## src/rtl/slipd_pkg.sv

```systemverilog
// ----------------------------------------------------------------------------
// slipd_pkg
// Types and constants shared by the SLIP header deframer modules.
// ----------------------------------------------------------------------------
package slipd_pkg;

  localparam logic [7:0] FEND  = 8'hC0;
  localparam logic [7:0] FESC  = 8'hDB;
  localparam logic [7:0] TFEND = 8'hDC;
  localparam logic [7:0] TFESC = 8'hDD;

  localparam int STORE_DEPTH = 128;
  localparam int ADDR_W      = 7;
  localparam int HDR_LEN     = 14;

  localparam logic [8:0] HDR_BYTES   = 9'd12;
  localparam logic [8:0] PAYLOAD_MIN = 9'd16;
  localparam logic [8:0] DATA_START  = 9'd14;

  localparam logic [3:0] NIBBLE_MASK = 4'hF;

  localparam logic KIND_HDR = 1'b0;
  localparam logic KIND_PAY = 1'b1;

  typedef struct packed {
    logic              en;
    logic [ADDR_W-1:0] addr;
    logic [7:0]        data;
  } store_wr_t;

  typedef struct packed {
    logic                    fire;
    logic                    has_pay;
    logic [5:0]              data_n;
    logic [HDR_LEN-1:0][7:0] hdr;
  } frame_t;

  typedef struct packed {
    logic        kind;
    logic [3:0]  flags;
    logic [11:0] frag_offset;
    logic [7:0]  total_length;
    logic [15:0] ident;
    logic [7:0]  proto_number;
    logic [7:0]  header_sum;
    logic [15:0] src_addr;
    logic [15:0] dst_addr;
    logic [7:0]  command_or_data;
    logic [7:0]  payload_length;
    logic        last;
  } result_t;

  typedef enum logic [1:0] {
    ST_IDLE,
    ST_HDR,
    ST_RD,
    ST_PAY
  } emit_state_t;

endpackage

```

## src/rtl/slipd_if.sv

```systemverilog
// ----------------------------------------------------------------------------
// slipd_if
// Valid/ready channels of the SLIP header deframer.
// ----------------------------------------------------------------------------
interface slipd_in_if;
  logic       valid;
  logic       ready;
  logic       mode;
  logic [7:0] rx_byte;

  modport source (output valid, output mode, output rx_byte, input ready);
  modport sink   (input valid, input mode, input rx_byte, output ready);
endinterface

interface slipd_out_if;
  logic        valid;
  logic        ready;
  logic        kind;
  logic [3:0]  flags;
  logic [11:0] frag_offset;
  logic [7:0]  total_length;
  logic [15:0] ident;
  logic [7:0]  proto_number;
  logic [7:0]  header_sum;
  logic [15:0] src_addr;
  logic [15:0] dst_addr;
  logic [7:0]  command_or_data;
  logic [7:0]  payload_length;
  logic        last;

  modport source (output valid, output kind, output flags, output frag_offset,
                  output total_length, output ident, output proto_number,
                  output header_sum, output src_addr, output dst_addr,
                  output command_or_data, output payload_length, output last,
                  input ready);
  modport sink   (input valid, input kind, input flags, input frag_offset,
                  input total_length, input ident, input proto_number,
                  input header_sum, input src_addr, input dst_addr,
                  input command_or_data, input payload_length, input last,
                  output ready);
endinterface

```

## src/rtl/slipd_store.sv

```systemverilog
// ----------------------------------------------------------------------------
// slipd_store
// Decoded byte memory: one write port, one registered read port.
// ----------------------------------------------------------------------------
module slipd_store (
  input  logic                          clk,
  input  slipd_pkg::store_wr_t          wr,
  input  logic                          rd_en,
  input  logic [slipd_pkg::ADDR_W-1:0]  rd_addr,
  output logic [7:0]                    rd_data
);

  logic [7:0] mem [slipd_pkg::STORE_DEPTH];
  logic [7:0] rd_data_r;

  always_ff @(posedge clk) begin
    if (wr.en) begin
      mem[wr.addr] <= wr.data;
    end
    if (rd_en) begin
      rd_data_r <= mem[rd_addr];
    end
  end

  assign rd_data = rd_data_r;

endmodule

```

## src/rtl/slipd_rx.sv

```systemverilog
// ----------------------------------------------------------------------------
// slipd_rx
// SLIP unescape, byte count, header byte capture and frame-end detection.
// ----------------------------------------------------------------------------
module slipd_rx #(
  parameter int STORE_LIMIT = 500,
  parameter int MAX_PAYLOAD = 63
) (
  input  logic                 clk,
  input  logic                 rst_n,
  input  logic                 fire,
  input  logic                 mode,
  input  logic [7:0]           rx_byte,
  output slipd_pkg::store_wr_t wr,
  output slipd_pkg::frame_t    frame
);

  logic [8:0]                         count_r, count_nxt;
  logic                               esc_r, esc_nxt;
  logic [slipd_pkg::HDR_LEN-1:0][7:0] hdr_r;
  logic [7:0]                         dec;
  logic                               keep;
  logic [8:0]                         avail;
  logic [5:0]                         cap;
  logic [7:0]                         len;
  logic                               frame_fire;
  logic                               has_pay;
  logic [5:0]                         data_n;

  // Undo the escape on the incoming byte
  always_comb begin
    dec = rx_byte;
    if (esc_r && rx_byte == slipd_pkg::TFEND) begin
      dec = slipd_pkg::FEND;
    end else if (esc_r && rx_byte == slipd_pkg::TFESC) begin
      dec = slipd_pkg::FESC;
    end
  end

  always_comb begin
    count_nxt  = count_r;
    esc_nxt    = esc_r;
    keep       = 1'b0;
    frame_fire = 1'b0;
    if (fire) begin
      if (mode) begin
        count_nxt = '0;
        esc_nxt   = 1'b0;
      end else if (rx_byte == slipd_pkg::FEND) begin
        if (count_r > slipd_pkg::HDR_BYTES) begin
          frame_fire = 1'b1;
          esc_nxt    = 1'b0;
        end
        count_nxt = '0;
      end else if (rx_byte == slipd_pkg::FESC) begin
        esc_nxt = 1'b1;
      end else begin
        esc_nxt = 1'b0;
        if (count_r < 9'(STORE_LIMIT)) begin
          keep      = 1'b1;
          count_nxt = count_r + 9'd1;
        end
      end
    end
  end

  assign wr = {keep && (count_r < 9'(slipd_pkg::STORE_DEPTH)),
               count_r[slipd_pkg::ADDR_W-1:0], dec};

  // Payload count: length byte capped by the limit and by bytes received
  always_comb begin
    len     = hdr_r[13];
    avail   = count_r - slipd_pkg::DATA_START;
    cap     = (len > 8'(MAX_PAYLOAD)) ? 6'(MAX_PAYLOAD) : len[5:0];
    has_pay = (count_r >= slipd_pkg::PAYLOAD_MIN);
    if (!has_pay) begin
      data_n = '0;
    end else if (avail < {3'b000, cap}) begin
      data_n = avail[5:0];
    end else begin
      data_n = cap;
    end
  end

  assign frame = {frame_fire, has_pay, data_n, hdr_r};

  always_ff @(posedge clk) begin
    if (!rst_n) begin
      count_r <= '0;
      esc_r   <= 1'b0;
    end else begin
      count_r <= count_nxt;
      esc_r   <= esc_nxt;
    end
  end

  always_ff @(posedge clk) begin
    for (int i = 0; i < slipd_pkg::HDR_LEN; i++) begin
      if (keep && count_r == 9'(i)) begin
        hdr_r[i] <= dec;
      end
    end
  end

endmodule

```

## src/rtl/slipd_emit.sv

```systemverilog
// ----------------------------------------------------------------------------
// slipd_emit
// Result sequencer: header result, then payload bytes read from the store.
// ----------------------------------------------------------------------------
module slipd_emit (
  input  logic                          clk,
  input  logic                          rst_n,
  input  slipd_pkg::frame_t             frame,
  output logic                          busy,
  output logic                          rd_en,
  output logic [slipd_pkg::ADDR_W-1:0]  rd_addr,
  input  logic [7:0]                    rd_data,
  output logic                          out_valid,
  input  logic                          out_ready,
  output slipd_pkg::result_t            res
);

  slipd_pkg::emit_state_t state_r, state_nxt;
  logic [5:0]             data_n_r;
  logic                   has_pay_r;
  logic [5:0]             k_r;
  logic                   out_valid_r;
  slipd_pkg::result_t     res_r;
  logic                   slot_free;
  logic                   load_hdr;
  logic                   load_pay;
  logic                   final_pay;
  logic [8:0]             addr_full;

  assign slot_free = !out_valid_r || out_ready;
  assign final_pay = (k_r == data_n_r - 6'd1);

  always_comb begin
    state_nxt = state_r;
    case (state_r)
      slipd_pkg::ST_IDLE: begin
        if (frame.fire) state_nxt = slipd_pkg::ST_HDR;
      end
      slipd_pkg::ST_HDR: begin
        if (slot_free) begin
          state_nxt = (data_n_r == '0) ? slipd_pkg::ST_IDLE : slipd_pkg::ST_RD;
        end
      end
      slipd_pkg::ST_RD: begin
        state_nxt = slipd_pkg::ST_PAY;
      end
      slipd_pkg::ST_PAY: begin
        if (slot_free) begin
          state_nxt = final_pay ? slipd_pkg::ST_IDLE : slipd_pkg::ST_RD;
        end
      end
      default: state_nxt = slipd_pkg::ST_IDLE;
    endcase
  end

  always_comb begin
    busy      = (state_r != slipd_pkg::ST_IDLE);
    rd_en     = (state_r == slipd_pkg::ST_RD);
    addr_full = slipd_pkg::DATA_START + {3'b000, k_r};
    rd_addr   = addr_full[slipd_pkg::ADDR_W-1:0];
    load_hdr  = (state_r == slipd_pkg::ST_HDR) && slot_free;
    load_pay  = (state_r == slipd_pkg::ST_PAY) && slot_free;
  end

  always_ff @(posedge clk) begin
    if (!rst_n) begin
      state_r     <= slipd_pkg::ST_IDLE;
      out_valid_r <= 1'b0;
      k_r         <= '0;
      data_n_r    <= '0;
      has_pay_r   <= 1'b0;
    end else begin
      state_r <= state_nxt;
      if (load_hdr || load_pay) begin
        out_valid_r <= 1'b1;
      end else if (out_ready) begin
        out_valid_r <= 1'b0;
      end
      if (state_r == slipd_pkg::ST_IDLE && frame.fire) begin
        k_r       <= '0;
        data_n_r  <= frame.data_n;
        has_pay_r <= frame.has_pay;
      end else if (load_pay) begin
        k_r <= k_r + 6'd1;
      end
    end
  end

  always_ff @(posedge clk) begin
    if (load_hdr) begin
      res_r.kind            <= slipd_pkg::KIND_HDR;
      res_r.flags           <= frame.hdr[0][3:0] & slipd_pkg::NIBBLE_MASK;
      res_r.frag_offset     <= {frame.hdr[1], frame.hdr[0][7:4]};
      res_r.total_length    <= frame.hdr[2];
      res_r.ident           <= {frame.hdr[5], frame.hdr[4]};
      res_r.proto_number    <= frame.hdr[6];
      res_r.header_sum      <= frame.hdr[7];
      res_r.src_addr        <= {frame.hdr[9], frame.hdr[8]};
      res_r.dst_addr        <= {frame.hdr[11], frame.hdr[10]};
      res_r.command_or_data <= has_pay_r ? frame.hdr[12] : 8'd0;
      res_r.payload_length  <= has_pay_r ? frame.hdr[13] : 8'd0;
      res_r.last            <= (data_n_r == '0);
    end else if (load_pay) begin
      res_r.kind            <= slipd_pkg::KIND_PAY;
      res_r.flags           <= '0;
      res_r.frag_offset     <= '0;
      res_r.total_length    <= '0;
      res_r.ident           <= '0;
      res_r.proto_number    <= '0;
      res_r.header_sum      <= '0;
      res_r.src_addr        <= '0;
      res_r.dst_addr        <= '0;
      res_r.command_or_data <= rd_data;
      res_r.payload_length  <= '0;
      res_r.last            <= final_pay;
    end
  end

  assign out_valid = out_valid_r;
  assign res       = res_r;

endmodule

```

## src/rtl/slip_header_deframer.sv

```systemverilog
// ----------------------------------------------------------------------------
// slip_header_deframer
// SLIP receive deframer: unescapes serial bytes, keeps them in a byte
// memory and on frame end reports one header result and the payload bytes.
// ----------------------------------------------------------------------------
//
//  channel   direction  transfer carries
//  --------  ---------  ----------------------------------------------------
//  in_ch     sink       mode, rx_byte (one raw serial byte or a purge)
//  out_ch    source     kind, header fields, command_or_data, last
//
//  Bytes and purges stream at one a cycle while no frame is being reported.
//  A frame end that yields results holds off input while the header result
//  and then each payload byte (store read, then output register load) are
//  sent; the single store read port sets the payload pace.
//  Reset is synchronous and clears the count, the escape flag and the
//  sequencer; the byte memory is not cleared. A stalled out_ch holds the
//  output register and the sequencer, and with them the input; once the
//  last result of a frame is loaded, bytes are taken again while it waits.
// ----------------------------------------------------------------------------
module slip_header_deframer #(
  parameter int STORE_LIMIT = 500,
  parameter int MAX_PAYLOAD = 63
) (
  input  logic         clk,
  input  logic         rst_n,
  slipd_in_if.sink     in_ch,
  slipd_out_if.source  out_ch
);

  slipd_pkg::store_wr_t           wr;
  slipd_pkg::frame_t              frame;
  slipd_pkg::result_t             res;
  logic                           busy;
  logic                           rd_en;
  logic [slipd_pkg::ADDR_W-1:0]   rd_addr;
  logic [7:0]                     rd_data;
  logic                           in_fire;
  logic                           out_valid;

  // Take input only while no frame is being reported
  assign in_ch.ready = !busy;
  assign in_fire     = in_ch.valid && !busy;

  // Decode, count and capture header bytes
  slipd_rx #(
    .STORE_LIMIT (STORE_LIMIT),
    .MAX_PAYLOAD (MAX_PAYLOAD)
  ) u_rx (
    .clk     (clk),
    .rst_n   (rst_n),
    .fire    (in_fire),
    .mode    (in_ch.mode),
    .rx_byte (in_ch.rx_byte),
    .wr      (wr),
    .frame   (frame)
  );

  // Decoded byte memory
  slipd_store u_store (
    .clk     (clk),
    .wr      (wr),
    .rd_en   (rd_en),
    .rd_addr (rd_addr),
    .rd_data (rd_data)
  );

  // Walk the header and payload out through the output register
  slipd_emit u_emit (
    .clk       (clk),
    .rst_n     (rst_n),
    .frame     (frame),
    .busy      (busy),
    .rd_en     (rd_en),
    .rd_addr   (rd_addr),
    .rd_data   (rd_data),
    .out_valid (out_valid),
    .out_ready (out_ch.ready),
    .res       (res)
  );

  assign out_ch.valid           = out_valid;
  assign out_ch.kind            = res.kind;
  assign out_ch.flags           = res.flags;
  assign out_ch.frag_offset     = res.frag_offset;
  assign out_ch.total_length    = res.total_length;
  assign out_ch.ident           = res.ident;
  assign out_ch.proto_number    = res.proto_number;
  assign out_ch.header_sum      = res.header_sum;
  assign out_ch.src_addr        = res.src_addr;
  assign out_ch.dst_addr        = res.dst_addr;
  assign out_ch.command_or_data = res.command_or_data;
  assign out_ch.payload_length  = res.payload_length;
  assign out_ch.last            = res.last;

endmodule

```

## src/flat_wrapper.sv

```systemverilog
// flat-port wrapper written by rule: the top's interface ports become plain ports
module slip_header_deframer_flat 
#(
  parameter int STORE_LIMIT = 500,
  parameter int MAX_PAYLOAD = 63
)
  (clk, rst_n, in_ch_valid, in_ch_mode, in_ch_rx_byte, in_ch_ready, out_ch_valid, out_ch_kind, out_ch_flags, out_ch_frag_offset, out_ch_total_length, out_ch_ident, out_ch_proto_number, out_ch_header_sum, out_ch_src_addr, out_ch_dst_addr, out_ch_command_or_data, out_ch_payload_length, out_ch_last, out_ch_ready);
  slipd_in_if in_ch_i ();
  slipd_out_if out_ch_i ();
  input  logic clk;
  input  logic rst_n;
  input wire logic [$bits(in_ch_i.valid)-1:0] in_ch_valid;
  input wire logic [$bits(in_ch_i.mode)-1:0] in_ch_mode;
  input wire logic [$bits(in_ch_i.rx_byte)-1:0] in_ch_rx_byte;
  output wire logic [$bits(in_ch_i.ready)-1:0] in_ch_ready;
  output wire logic [$bits(out_ch_i.valid)-1:0] out_ch_valid;
  output wire logic [$bits(out_ch_i.kind)-1:0] out_ch_kind;
  output wire logic [$bits(out_ch_i.flags)-1:0] out_ch_flags;
  output wire logic [$bits(out_ch_i.frag_offset)-1:0] out_ch_frag_offset;
  output wire logic [$bits(out_ch_i.total_length)-1:0] out_ch_total_length;
  output wire logic [$bits(out_ch_i.ident)-1:0] out_ch_ident;
  output wire logic [$bits(out_ch_i.proto_number)-1:0] out_ch_proto_number;
  output wire logic [$bits(out_ch_i.header_sum)-1:0] out_ch_header_sum;
  output wire logic [$bits(out_ch_i.src_addr)-1:0] out_ch_src_addr;
  output wire logic [$bits(out_ch_i.dst_addr)-1:0] out_ch_dst_addr;
  output wire logic [$bits(out_ch_i.command_or_data)-1:0] out_ch_command_or_data;
  output wire logic [$bits(out_ch_i.payload_length)-1:0] out_ch_payload_length;
  output wire logic [$bits(out_ch_i.last)-1:0] out_ch_last;
  input wire logic [$bits(out_ch_i.ready)-1:0] out_ch_ready;
  assign in_ch_i.valid = in_ch_valid;
  assign in_ch_i.mode = in_ch_mode;
  assign in_ch_i.rx_byte = in_ch_rx_byte;
  assign in_ch_ready = in_ch_i.ready;
  assign out_ch_valid = out_ch_i.valid;
  assign out_ch_kind = out_ch_i.kind;
  assign out_ch_flags = out_ch_i.flags;
  assign out_ch_frag_offset = out_ch_i.frag_offset;
  assign out_ch_total_length = out_ch_i.total_length;
  assign out_ch_ident = out_ch_i.ident;
  assign out_ch_proto_number = out_ch_i.proto_number;
  assign out_ch_header_sum = out_ch_i.header_sum;
  assign out_ch_src_addr = out_ch_i.src_addr;
  assign out_ch_dst_addr = out_ch_i.dst_addr;
  assign out_ch_command_or_data = out_ch_i.command_or_data;
  assign out_ch_payload_length = out_ch_i.payload_length;
  assign out_ch_last = out_ch_i.last;
  assign out_ch_i.ready = out_ch_ready;
  slip_header_deframer #(.STORE_LIMIT(STORE_LIMIT), .MAX_PAYLOAD(MAX_PAYLOAD)) u_core (.clk(clk), .rst_n(rst_n), .in_ch(in_ch_i), .out_ch(out_ch_i));
endmodule
```

## config.mk

```make
export PLATFORM = sky130hd
export DESIGN_NAME = slip_header_deframer_flat
export DESIGN_NICKNAME = d
export VERILOG_FILES = /design/src/rtl/slipd_pkg.sv /design/src/rtl/slipd_if.sv /design/src/rtl/slipd_store.sv /design/src/rtl/slipd_rx.sv /design/src/rtl/slipd_emit.sv /design/src/rtl/slip_header_deframer.sv /design/src/flat_wrapper.sv
export SDC_FILE = /design/constraint.sdc
export NUM_CORES = 1
export LEC_CHECK = 0
export ABC_CLOCK_PERIOD_IN_PS = 7200
export BUFFER_PORTS_ARGS = -buffer_cell sky130_fd_sc_hd__buf_2
export CAP_MARGIN = 10
export CORE_MARGIN = 3
export CORE_UTILIZATION = 48
export DETAILED_ROUTE_END_ITERATION = 10
export MAX_ROUTING_LAYER = met4
export PLACE_DENSITY = 0.74
export SKIP_CTS_REPAIR_TIMING = 1
export SLEW_MARGIN = 25
export SYNTH_ARGS = -nofsm -noshare
export SYNTH_HDL_FRONTEND = slang
export SYNTH_SLANG_ARGS = --single-unit
```

## constraint.sdc

```tcl
create_clock -name clk -period 7.2 [get_ports clk]
set_clock_uncertainty 0.2 [all_clocks]
set_input_delay 0.72 -clock clk [delete_from_list [all_inputs] [get_ports clk]]
set_output_delay 0.72 -clock clk [all_outputs]
set_load 0.02 [all_outputs]
```

### Word level (Yosys, flattened, before mapping)

Memory sizes are Yosys's and may differ from the RTL's. A register that Yosys moved wholly into a read port is not among the register bits.
Cells that the tools add are included.

* eq/ne operators: 25
* multiplexer cells: 36
* $lt $le $gt $ge: 6
* bitwise operators: 1
* reductions and logical operators: 35
* add/sub/neg operators: 5

Operators with widths (count)
* $mux W105: 2
* $eq A9 B4 Y1 const B: 6
* $eq A9 B3 Y1 const B: 4
* $mux W9: 4
* $eq A8 B8 Y1 const B: 4
* $mux W8: 4
* $logic_and A1 B1 Y1: 20
* $mux W6: 3
* $mux W1: 17
* $mux W2: 5
* $add A9 B1 Y9 const B: 1
* $eq A9 B1 Y1 const B: 1
* $eq A9 B2 Y1 const B: 1
* $ge A9 B5 Y1 const B: 1
* $gt A9 B4 Y1 const B: 1
* $logic_not A9 Y1: 1
* $lt A9 B6 Y1: 1
* $lt A9 B8 Y1 const B: 1
* $lt A9 B9 Y1 const B: 1
* $sub A9 B4 Y9 const B: 1
* $gt A8 B6 Y1 const B: 1
* $pmux W2 S4: 1
* $add A4 B6 Y7 const A: 1
* $add A6 B1 Y6 const B: 1
* other kinds (18): 25

* input bits: 13
* memories: 1
* bits in writable memories: 1024
* register bits: 236
* logic and storage cells: 141

Memory list
* u_core.u_store.mem: words 128, bits a word 8, rd ports 1, clocked after Yosys merged registers in 1, wr ports 1, RTL line slipd_store.sv:13 `logic [7:0] mem [slipd_pkg::STORE_DEPTH];`

### Depth between registers and ports, before layout

Gate-level depths: netlist (run 1).

* word-level depth: 9
* depth in mapped cells: 15

### Modules after synthesis

Synthesis (run 1) repeated with hierarchy kept, for this count alone.

* cell total of the unflattened synthesis: 2289
* area total of the unflattened synthesis: 49374.9 um^2

Modules (own cells, without submodules)
* slipd_store: area an instance 39745.6 um^2, instances 1, cells an instance 1635
* slipd_emit: area an instance 4893.4 um^2, instances 1, cells an instance 359
* slipd_rx: area an instance 4725.8 um^2, instances 1, cells an instance 293
* slip_header_deframer: area an instance 10.0 um^2, instances 1, cells an instance 2

### Worst setup path after synthesis (run 1)

No wires, ideal clock.

* kind: input to register
* from: input out_ch_ready
* to: register u_core.u_emit.res[24] (netlist name)
* data arrival time: 4664 ps
* setup time: 154 ps
* stages on the path: 6
* setup slack: 2182 ps
* path through: nand2b_1 nand2_1 inv_1 clkbuf_1 clkbuf_1 and3_1

* word-level cells in the longest chain between the ends: 3

RTL lines
* from (decl): RTL line flat_wrapper.sv:29 `input wire logic [$bits(out_ch_i.ready)-1:0] out_ch_ready;`
* $logic_or A1 B1 Y1: RTL line slipd_emit.sv:30 `assign slot_free = !out_valid_r || out_ready;`
* $logic_and A1 B1 Y1: RTL line slipd_emit.sv:61 `load_hdr = (state_r == slipd_pkg::ST_HDR) && slot_free;`
* $mux W105: RTL line slipd_emit.sv:90 `if (load_hdr) begin`

No other way between the ends.
A chain may end at the register's enable or synchronous reset.

### Worst setup path in the final report (run 1)

* from: register u_core.u_emit.k_r[1]
* to: register u_core.u_store.rd_data_r[2], in the netlist u_core.u_store.rd_data[2] (read register of u_core.u_store.mem) (data pin)

* word-level cells in the longest chain between the ends: 1

RTL lines
* from (decl): RTL line slipd_emit.sv:21 `logic [5:0] k_r;`
* from (signal assigned): RTL line slipd_emit.sv:84 `k_r <= k_r + 6'd1;`
* $add A4 B6 Y7: RTL line slipd_emit.sv:59 `addr_full = slipd_pkg::DATA_START + {3'b000, k_r};`
* to (decl): RTL line slipd_store.sv:14 `logic [7:0] rd_data_r;`

No other way between the ends.

==> flow_summary.yaml, run 1 <==
sta:
  max_freq_ghz: 0.218
  setup_viol: 0
  timing.final.ws_setup_ps: 2600
  drv_slew: 0
  min_period_over_period_pct: 63.8
  tns_ps: 0
  hold_viol_final: 0
  rsz0062_at_grt: "no"
  tightestPinTransition_ps: 1150
  relSlewSlack_pct: 23.4
  finalCriticalPeriod_ps: 4600
critical_path:
  critPathCaptureType: "flop"
  startpoint_type: "flop"
  path_class: "reg -> reg"
  cp.arrival_ps: 4790
  r2r-end: "u_core.u_store.rd_data[2]$_DFFE_PP_"
  regToRegStartpoint: "u_core.u_emit.k_r[1]$_SDFFE_PP0P_"
  critical_path_required_ps: 7400
  critPathMaxFanout: 41
  r2r_slack_ps: 2600
  reg2reg_depth: 9
hold_path:
  min_path_cells: 2
  hold_class: "in -> reg"
  min_from: "rst_n"
  whs_endpoint: "u_core.u_emit.state_r[1]$_SDFFE_PN0P_"
clocking:
  path_clk_slew_ps: 60
  clk_latency_ps: 670
  ctsRootBufferMaster: "clkbuf_16"
  cts_buffers: 93
  clk_path_buf_depth: 3
  cts_tree: "built"
  htreeDepth: 3
  cts.sinks: 956
routing:
  wl_microns: 81000
  drt_first_pass_iters: 6
  ant_nets: 0
  drt-wirelength-per-cell_microns: 25.1
  num_vias: 19300
  vias_per_cell: 5.97
  drt_iter0_drc: 2451
  drcViolationCount: 0
synthesis:
  yosysSeqAreaShare_pct: 76.4
  synth_edf_count: 929
  synth.net_count: 2028
  yosysMostFrequentCell: "edfxtp_1"
  synth.yosys.warnings: 0
  synthTopCellsByCount: "929 x edfxtp_1, 153 x mux4_2, 143 x nor2_1"
  synth_top_flop_cell: "edfxtp_1"
  syn_area_per_cell_sq_um: 18.6
  synth_cell_type_count: 60
  syn_area_sq_um: 37200
  yosysTopAreaCell: "edfxtp_1"
  synth_cells: 1997
  ys_ff_latch: 956
  synthTopCellsByArea: "edfxtp_1 75%, mux4_2 9.3%, mux2i_1 2.8%, and3_1 1.6%, dfxtp_1 1.5%"
  ys_async_sr_fraction_pct: 0
  synth_top_area_share_pct: 74.9
floorplanning:
  pin_count: 121
  rows: 101
  core_sq_um: 76300
  die_area_sq_um: 80900
  die_w_microns: 285
  start_util_pct: 48.8
  die_h_microns: 285
place:
  dpl.hpwl_microns: 47700
  place_ws_ps: 2600
  port_buffers: 120
  finalWeightedCongestion: 0.871
global_route:
  grt_pass1_wl_microns: 122000
  grt_pass1_vias: 19200
  overflow: 0
  grt_max_degree: 117
  grt_usage_pct: 20.5
  antenna_found_initial: 0
layout:
  drive_gt1_share_pct: 21.4
  areaGrowthSynthToFinish_pct: 12.9
  layout.nets: 2153
  n_fill_cell: 5683
status:
  status: "complete, no violations"
power_and_ir_drop:
  ir_drop_mv: 0.166
  power.density_nw_per_um2: 262
  power_leakage_nw: 13.4
run:
  drv_cap: 0
[cell usage in the layout (no fill, tap or decap), types with 11 or more instances in the layout]
cell	netlist	layout
ha_1	18	17
mux4_2	153	153
dfxtp_1	27	25
nand2_1	116	115
inv_1	14	11
a22oi_1	26	26
a222oi_1	16	16
clkinv_1	0	19
mux2i_1	106	106
clkbuf_16	0	93
nor2_1	143	142
clkbuf_1	62	21
and3_1	98	98
a21oi_1	50	50
buf_4	12	16
buf_2	35	116
nor3_1	20	16
xnor2_1	11	11
o21ai_0	25	25
edfxtp_1	929	929
clkinv_2	0	19
nand3_1	27	27
[how the worst max path moves through the flow]
stage / start / endpoint / slack (ps) / cells after the start
2_1_floorplan: out_ch_ready / u_core.u_emit.res[24]$_SDFFCE_PN0P_ / 2180 / 6
3_5_place_dp: in_ch_rx_byte[0] / u_core.u_store.mem[16][0]$_DFFE_PP_ / 2600 / 7
6_report: u_core.u_emit.k_r[1]$_SDFFE_PP0P_ / u_core.u_store.rd_data[2]$_DFFE_PP_ / 2600 / 9
5_1_grt: u_core.u_emit.k_r[1]$_SDFFE_PP0P_ / u_core.u_store.rd_data[1]$_DFFE_PP_ / 2420 / 9
3_3_place_gp: in_ch_rx_byte[0] / u_core.u_store.mem[17][7]$_DFFE_PP_ / 2420 / 7
4_1_cts: u_core.u_emit.k_r[1]$_SDFFE_PP0P_ / u_core.u_store.rd_data[3]$_DFFE_PP_ / 2730 / 8
[state kept, by name, indices dropped and copies added, names as in the netlist]
name and cells:
u_core.u_rx.esc_r 1, u_core.u_emit.res 106, u_core.u_emit.k_r 6, u_core.u_emit.out_valid 1
u_core.u_store.mem 712, u_core.u_rx.len 8, u_core.u_rx.count_r 9, u_core.u_store.rd_data 8
u_core.u_emit.data_n_r 6, u_core.u_emit.state_r 2, u_core.u_rx.frame 96, u_core.u_emit.has_pay_r 1
[power by group]
group	switching [mW]	total (mW)	internal [mW]
clock	2.06	4.78	2.72
sequential	0.00405	6.10	6.10
combinational	0.116	0.133	0.0169
total	2.18	11.0	8.84
[worst max-delay path: stages (launching register included)]
cell and delay (ps):
dfxtp_4 340, clkinv_1 730, ha_4 970, buf_12 310, buf_4 560, mux4_2 400
mux2i_1 290, nor2_1 70, a21oi_1 250, nand4b_1 130
[area by class of cell]
type | instances | area, sq um | share of cell area (%)
flip-flops and latches | 956 | 28400 | 67.7
multi-input cells | 913 | 8290 | 19.7
clock buffers | 117 | 2450 | 5.82
well taps | 1030 | 1290 | 3.07
repair buffers | 144 | 903 | 2.15
clock inverters | 57 | 587 | 1.40
inverters | 14 | 57.6 | 0.137
diodes | 1 | 2.50 | 0.00596
[kinds of logic after synthesis]
logic type	count (synthesis)	synth area share, %
xor+xnor	16	0.376
mux	260	12.1
compound gates	162	2.92
buf+inv	128	1.57
fa+ha+maj	18	0.605
simple gates	457	6.01
flops	956	76.4
[routing by layer]
metal | global-route usage (%) | up-vias | wire (microns)
met5 | - | - | 0
li1 | - | 8261 | -
met2 | 31.6 | 1006 | 38600
met3 | 3.18 | 166 | 6990
met1 | 28.4 | 9852 | 32800
met4 | 6.97 | 0 | 2650
[through the flow]
| stage | hold WS (ps) | std cells | cell area (sq um) | utilization [%] | total power, mW |
|---|---|---|---|---|---|
| after floorplan | 250 | 1997 | 37200 | - | 6.28 |
| after detailed placement | 283 | 3056 | 38900 | 51.0 | 6.35 |
| after global placement | 266 | 3054 | 38900 | 50.9 | 6.34 |
| final | 124 | 3232 | 42000 | 55.0 | 11.0 |
| after CTS | 83.3 | 3230 | 42000 | 55.0 | 11.1 |
| after global routing | 110 | 3231 | 42000 | 55.0 | 11.3 |
No activity file was read; power rests on OpenSTA's default activity.
==> run 2: changes to the inputs <==
--- a/config.mk
+++ b/config.mk
@@ -5,7 +5,7 @@
 export SDC_FILE = /design/constraint.sdc
 export NUM_CORES = 1
 export LEC_CHECK = 0
-export ABC_CLOCK_PERIOD_IN_PS = 7200
+export ABC_CLOCK_PERIOD_IN_PS = 4370
 export BUFFER_PORTS_ARGS = -buffer_cell sky130_fd_sc_hd__buf_2
 export CAP_MARGIN = 10
 export CORE_MARGIN = 3
==> constraint.sdc (replaced) <==
create_clock -name clk -period 4.37 [get_ports clk]
set_clock_uncertainty 0.2 [all_clocks]
set_input_delay 0.437 -clock clk [delete_from_list [all_inputs] [get_ports clk]]
set_output_delay 0.437 -clock clk [all_outputs]
set_load 0.02 [all_outputs]
==> flow_summary.yaml, run 2 (synthesized netlist as in run 1, its figures left out) <==
critical_path:
  path_class: "reg -> reg"
  max_stage_delay_ps: 600
  critical_path_required_ps: 4570
  path_buf_inv: 2
  crit_family: "multiplexers"
  startpoint_type: "flop"
  cp.arrival_ps: 3720
  critPathCaptureType: "flop"
  path_cells: "inv_1, ha_4, buf_12, mux4_2, mux2i_1, a222oi_1, a21oi_1, nand4b_1"
  critPathSlowestCell: "dfxtp_4"
  critPathMaxFanout: 48
hold_path:
  hold_class: "in -> reg"
routing:
  wl_microns: 82500
  drt-wirelength-per-cell_microns: 25.4
  ant_nets: 0
  drcViolationCount: 0
  vias_per_cell: 5.95
  drt_iter0_drc: 2357
  drt_first_pass_iters: 6
  num_vias: 19300
sta:
  finalCriticalPeriod_ps: 3520
  drv_slew: 0
  timing.final.ws_setup_ps: 854
  max_freq_ghz: 0.284
  tightestPinTransition_ps: 1150
  hold_viol_final: 0
  min_period_over_period_pct: 80.5
  relSlewSlack_pct: 23.2
  rsz0062_at_grt: "no"
  setup_viol: 0
  tns_ps: 0
floorplanning:
  pin_count: 121
  die_w_microns: 285
  start_util_pct: 48.8
  rows: 101
  core_sq_um: 76300
  die_h_microns: 285
  die_area_sq_um: 80900
layout:
  n_fill_cell: 5605
  fin_util_pct: 55.4
  multi_input_area_sq_um: 8260
  layout.nets: 2176
  final_cell_mix: "929 x edfxtp_1, 153 x mux4_2, 143 x nor2_1"
  final-seq-area_sq_um: 28400
  largest_register_ffs: 712
  largest_register: "u_core.u_store.mem"
  areaGrowthSynthToFinish_pct: 13.5
  layout_commonest_cell: "edfxtp_1"
  drive_gt1_share_pct: 22.0
  finalInstanceArea_sq_um: 42200
global_route:
  overflow: 0
  grt_pass1_vias: 19100
  grt_max_degree: 103
  top_usage_layer: "met2"
  globalRouteMet2Util_pct: 32.2
  grt_usage_pct: 20.9
  gr-usage-met3_pct: 3.37
  met1_usage_pct: 28.8
  grt_pass1_wl_microns: 124000
  antenna_found_initial: 1
clocking:
  clk_latency_ps: 660
  ctsRootBufferMaster: "clkbuf_16"
  path_clk_slew_ps: 60
  cts.sinks: 956
  cts_buffers: 91
  clk_path_buf_depth: 3
  cts_tree: "built"
  htreeDepth: 3
place:
  port_buffers: 120
  dpl_cell_area_sq_um: 39100
  place_ws_ps: 673
  dpl.hpwl_microns: 49700
  finalWeightedCongestion: 0.876
power_and_ir_drop:
  power_leakage_nw: 13.6
  ir_drop_mv: 0.275
  power.density_nw_per_um2: 433
run:
  drv_cap: 0
status:
  status: "complete, no violations"
==> run 2: cell types whose count changed in the layout (fill, tap and decap cells not counted), moves of 5 or more <==
cell	previous run	this run
nand2_2	2	7
clkinv_2	19	11
clkbuf_1	21	16
buf_12	4	10
buf_4	16	40
buf_6	6	0
nand2_1	115	110
==> run 2: worst min-delay path: cells and delay by family <==
kind                   cells  cell delay, ps
AO/OA/AOI/OAI              1              60
buffers and inverters      1             110
AND/OR/NAND/NOR            3             230
==> run 2: layout make-up <==
type	count	share of cell area [%]
timing repair buffer	169	2.63
multi-input combinational	913	19.6
clock inverter	57	1.66
sequential	956	67.3
antenna	1	0.00592
clock buffer	110	5.63
tap	1030	3.05
inverter	14	0.136
==> run 2: final timing paths <==
path	start	endpoint	slack, ps	cells after the start
min	in_ch_valid	u_core.u_rx.esc_r$_SDFFE_PN0P_	40	5
max reg2reg	u_core.u_emit.k_r[1]$_SDFFE_PP0P_	u_core.u_store.rd_data[7]$_DFFE_PP_	850	8
min reg2reg	u_core.u_emit.res[105]$_SDFFE_PP0P_	u_core.u_emit.res[105]$_SDFFE_PP0P_	290	2
max	u_core.u_emit.k_r[1]$_SDFFE_PP0P_	u_core.u_store.rd_data[7]$_DFFE_PP_	850	8
==> run 2: metal layers <==
metal | vias to the layer above | wire (microns) | share of wire, %
met3 | 152 | 6920 | 8.4
li1 | 8298 | - | -
met2 | 1038 | 39200 | 47
met5 | - | 0 | 0
met1 | 9844 | 33800 | 41
met4 | 0 | 2610 | 3.2
==> run 2: power breakdown <==
part,internal [mW],switching (mW),leakage (nW)
combinational,0.0363,0.205,3.44
clock,4.64,3.36,1.48
sequential,10.0,0.00679,8.64
==> run 2: per-stage QoR <==
step	hold slack [ps]	total power, mW	cells
floorplan	250	10.3	1997
global placement	266	10.5	3079
detailed placement	275	10.5	3079
CTS	-184	18.4	3246
global route	18.7	18.8	3250
finish	35.0	18.3	3250
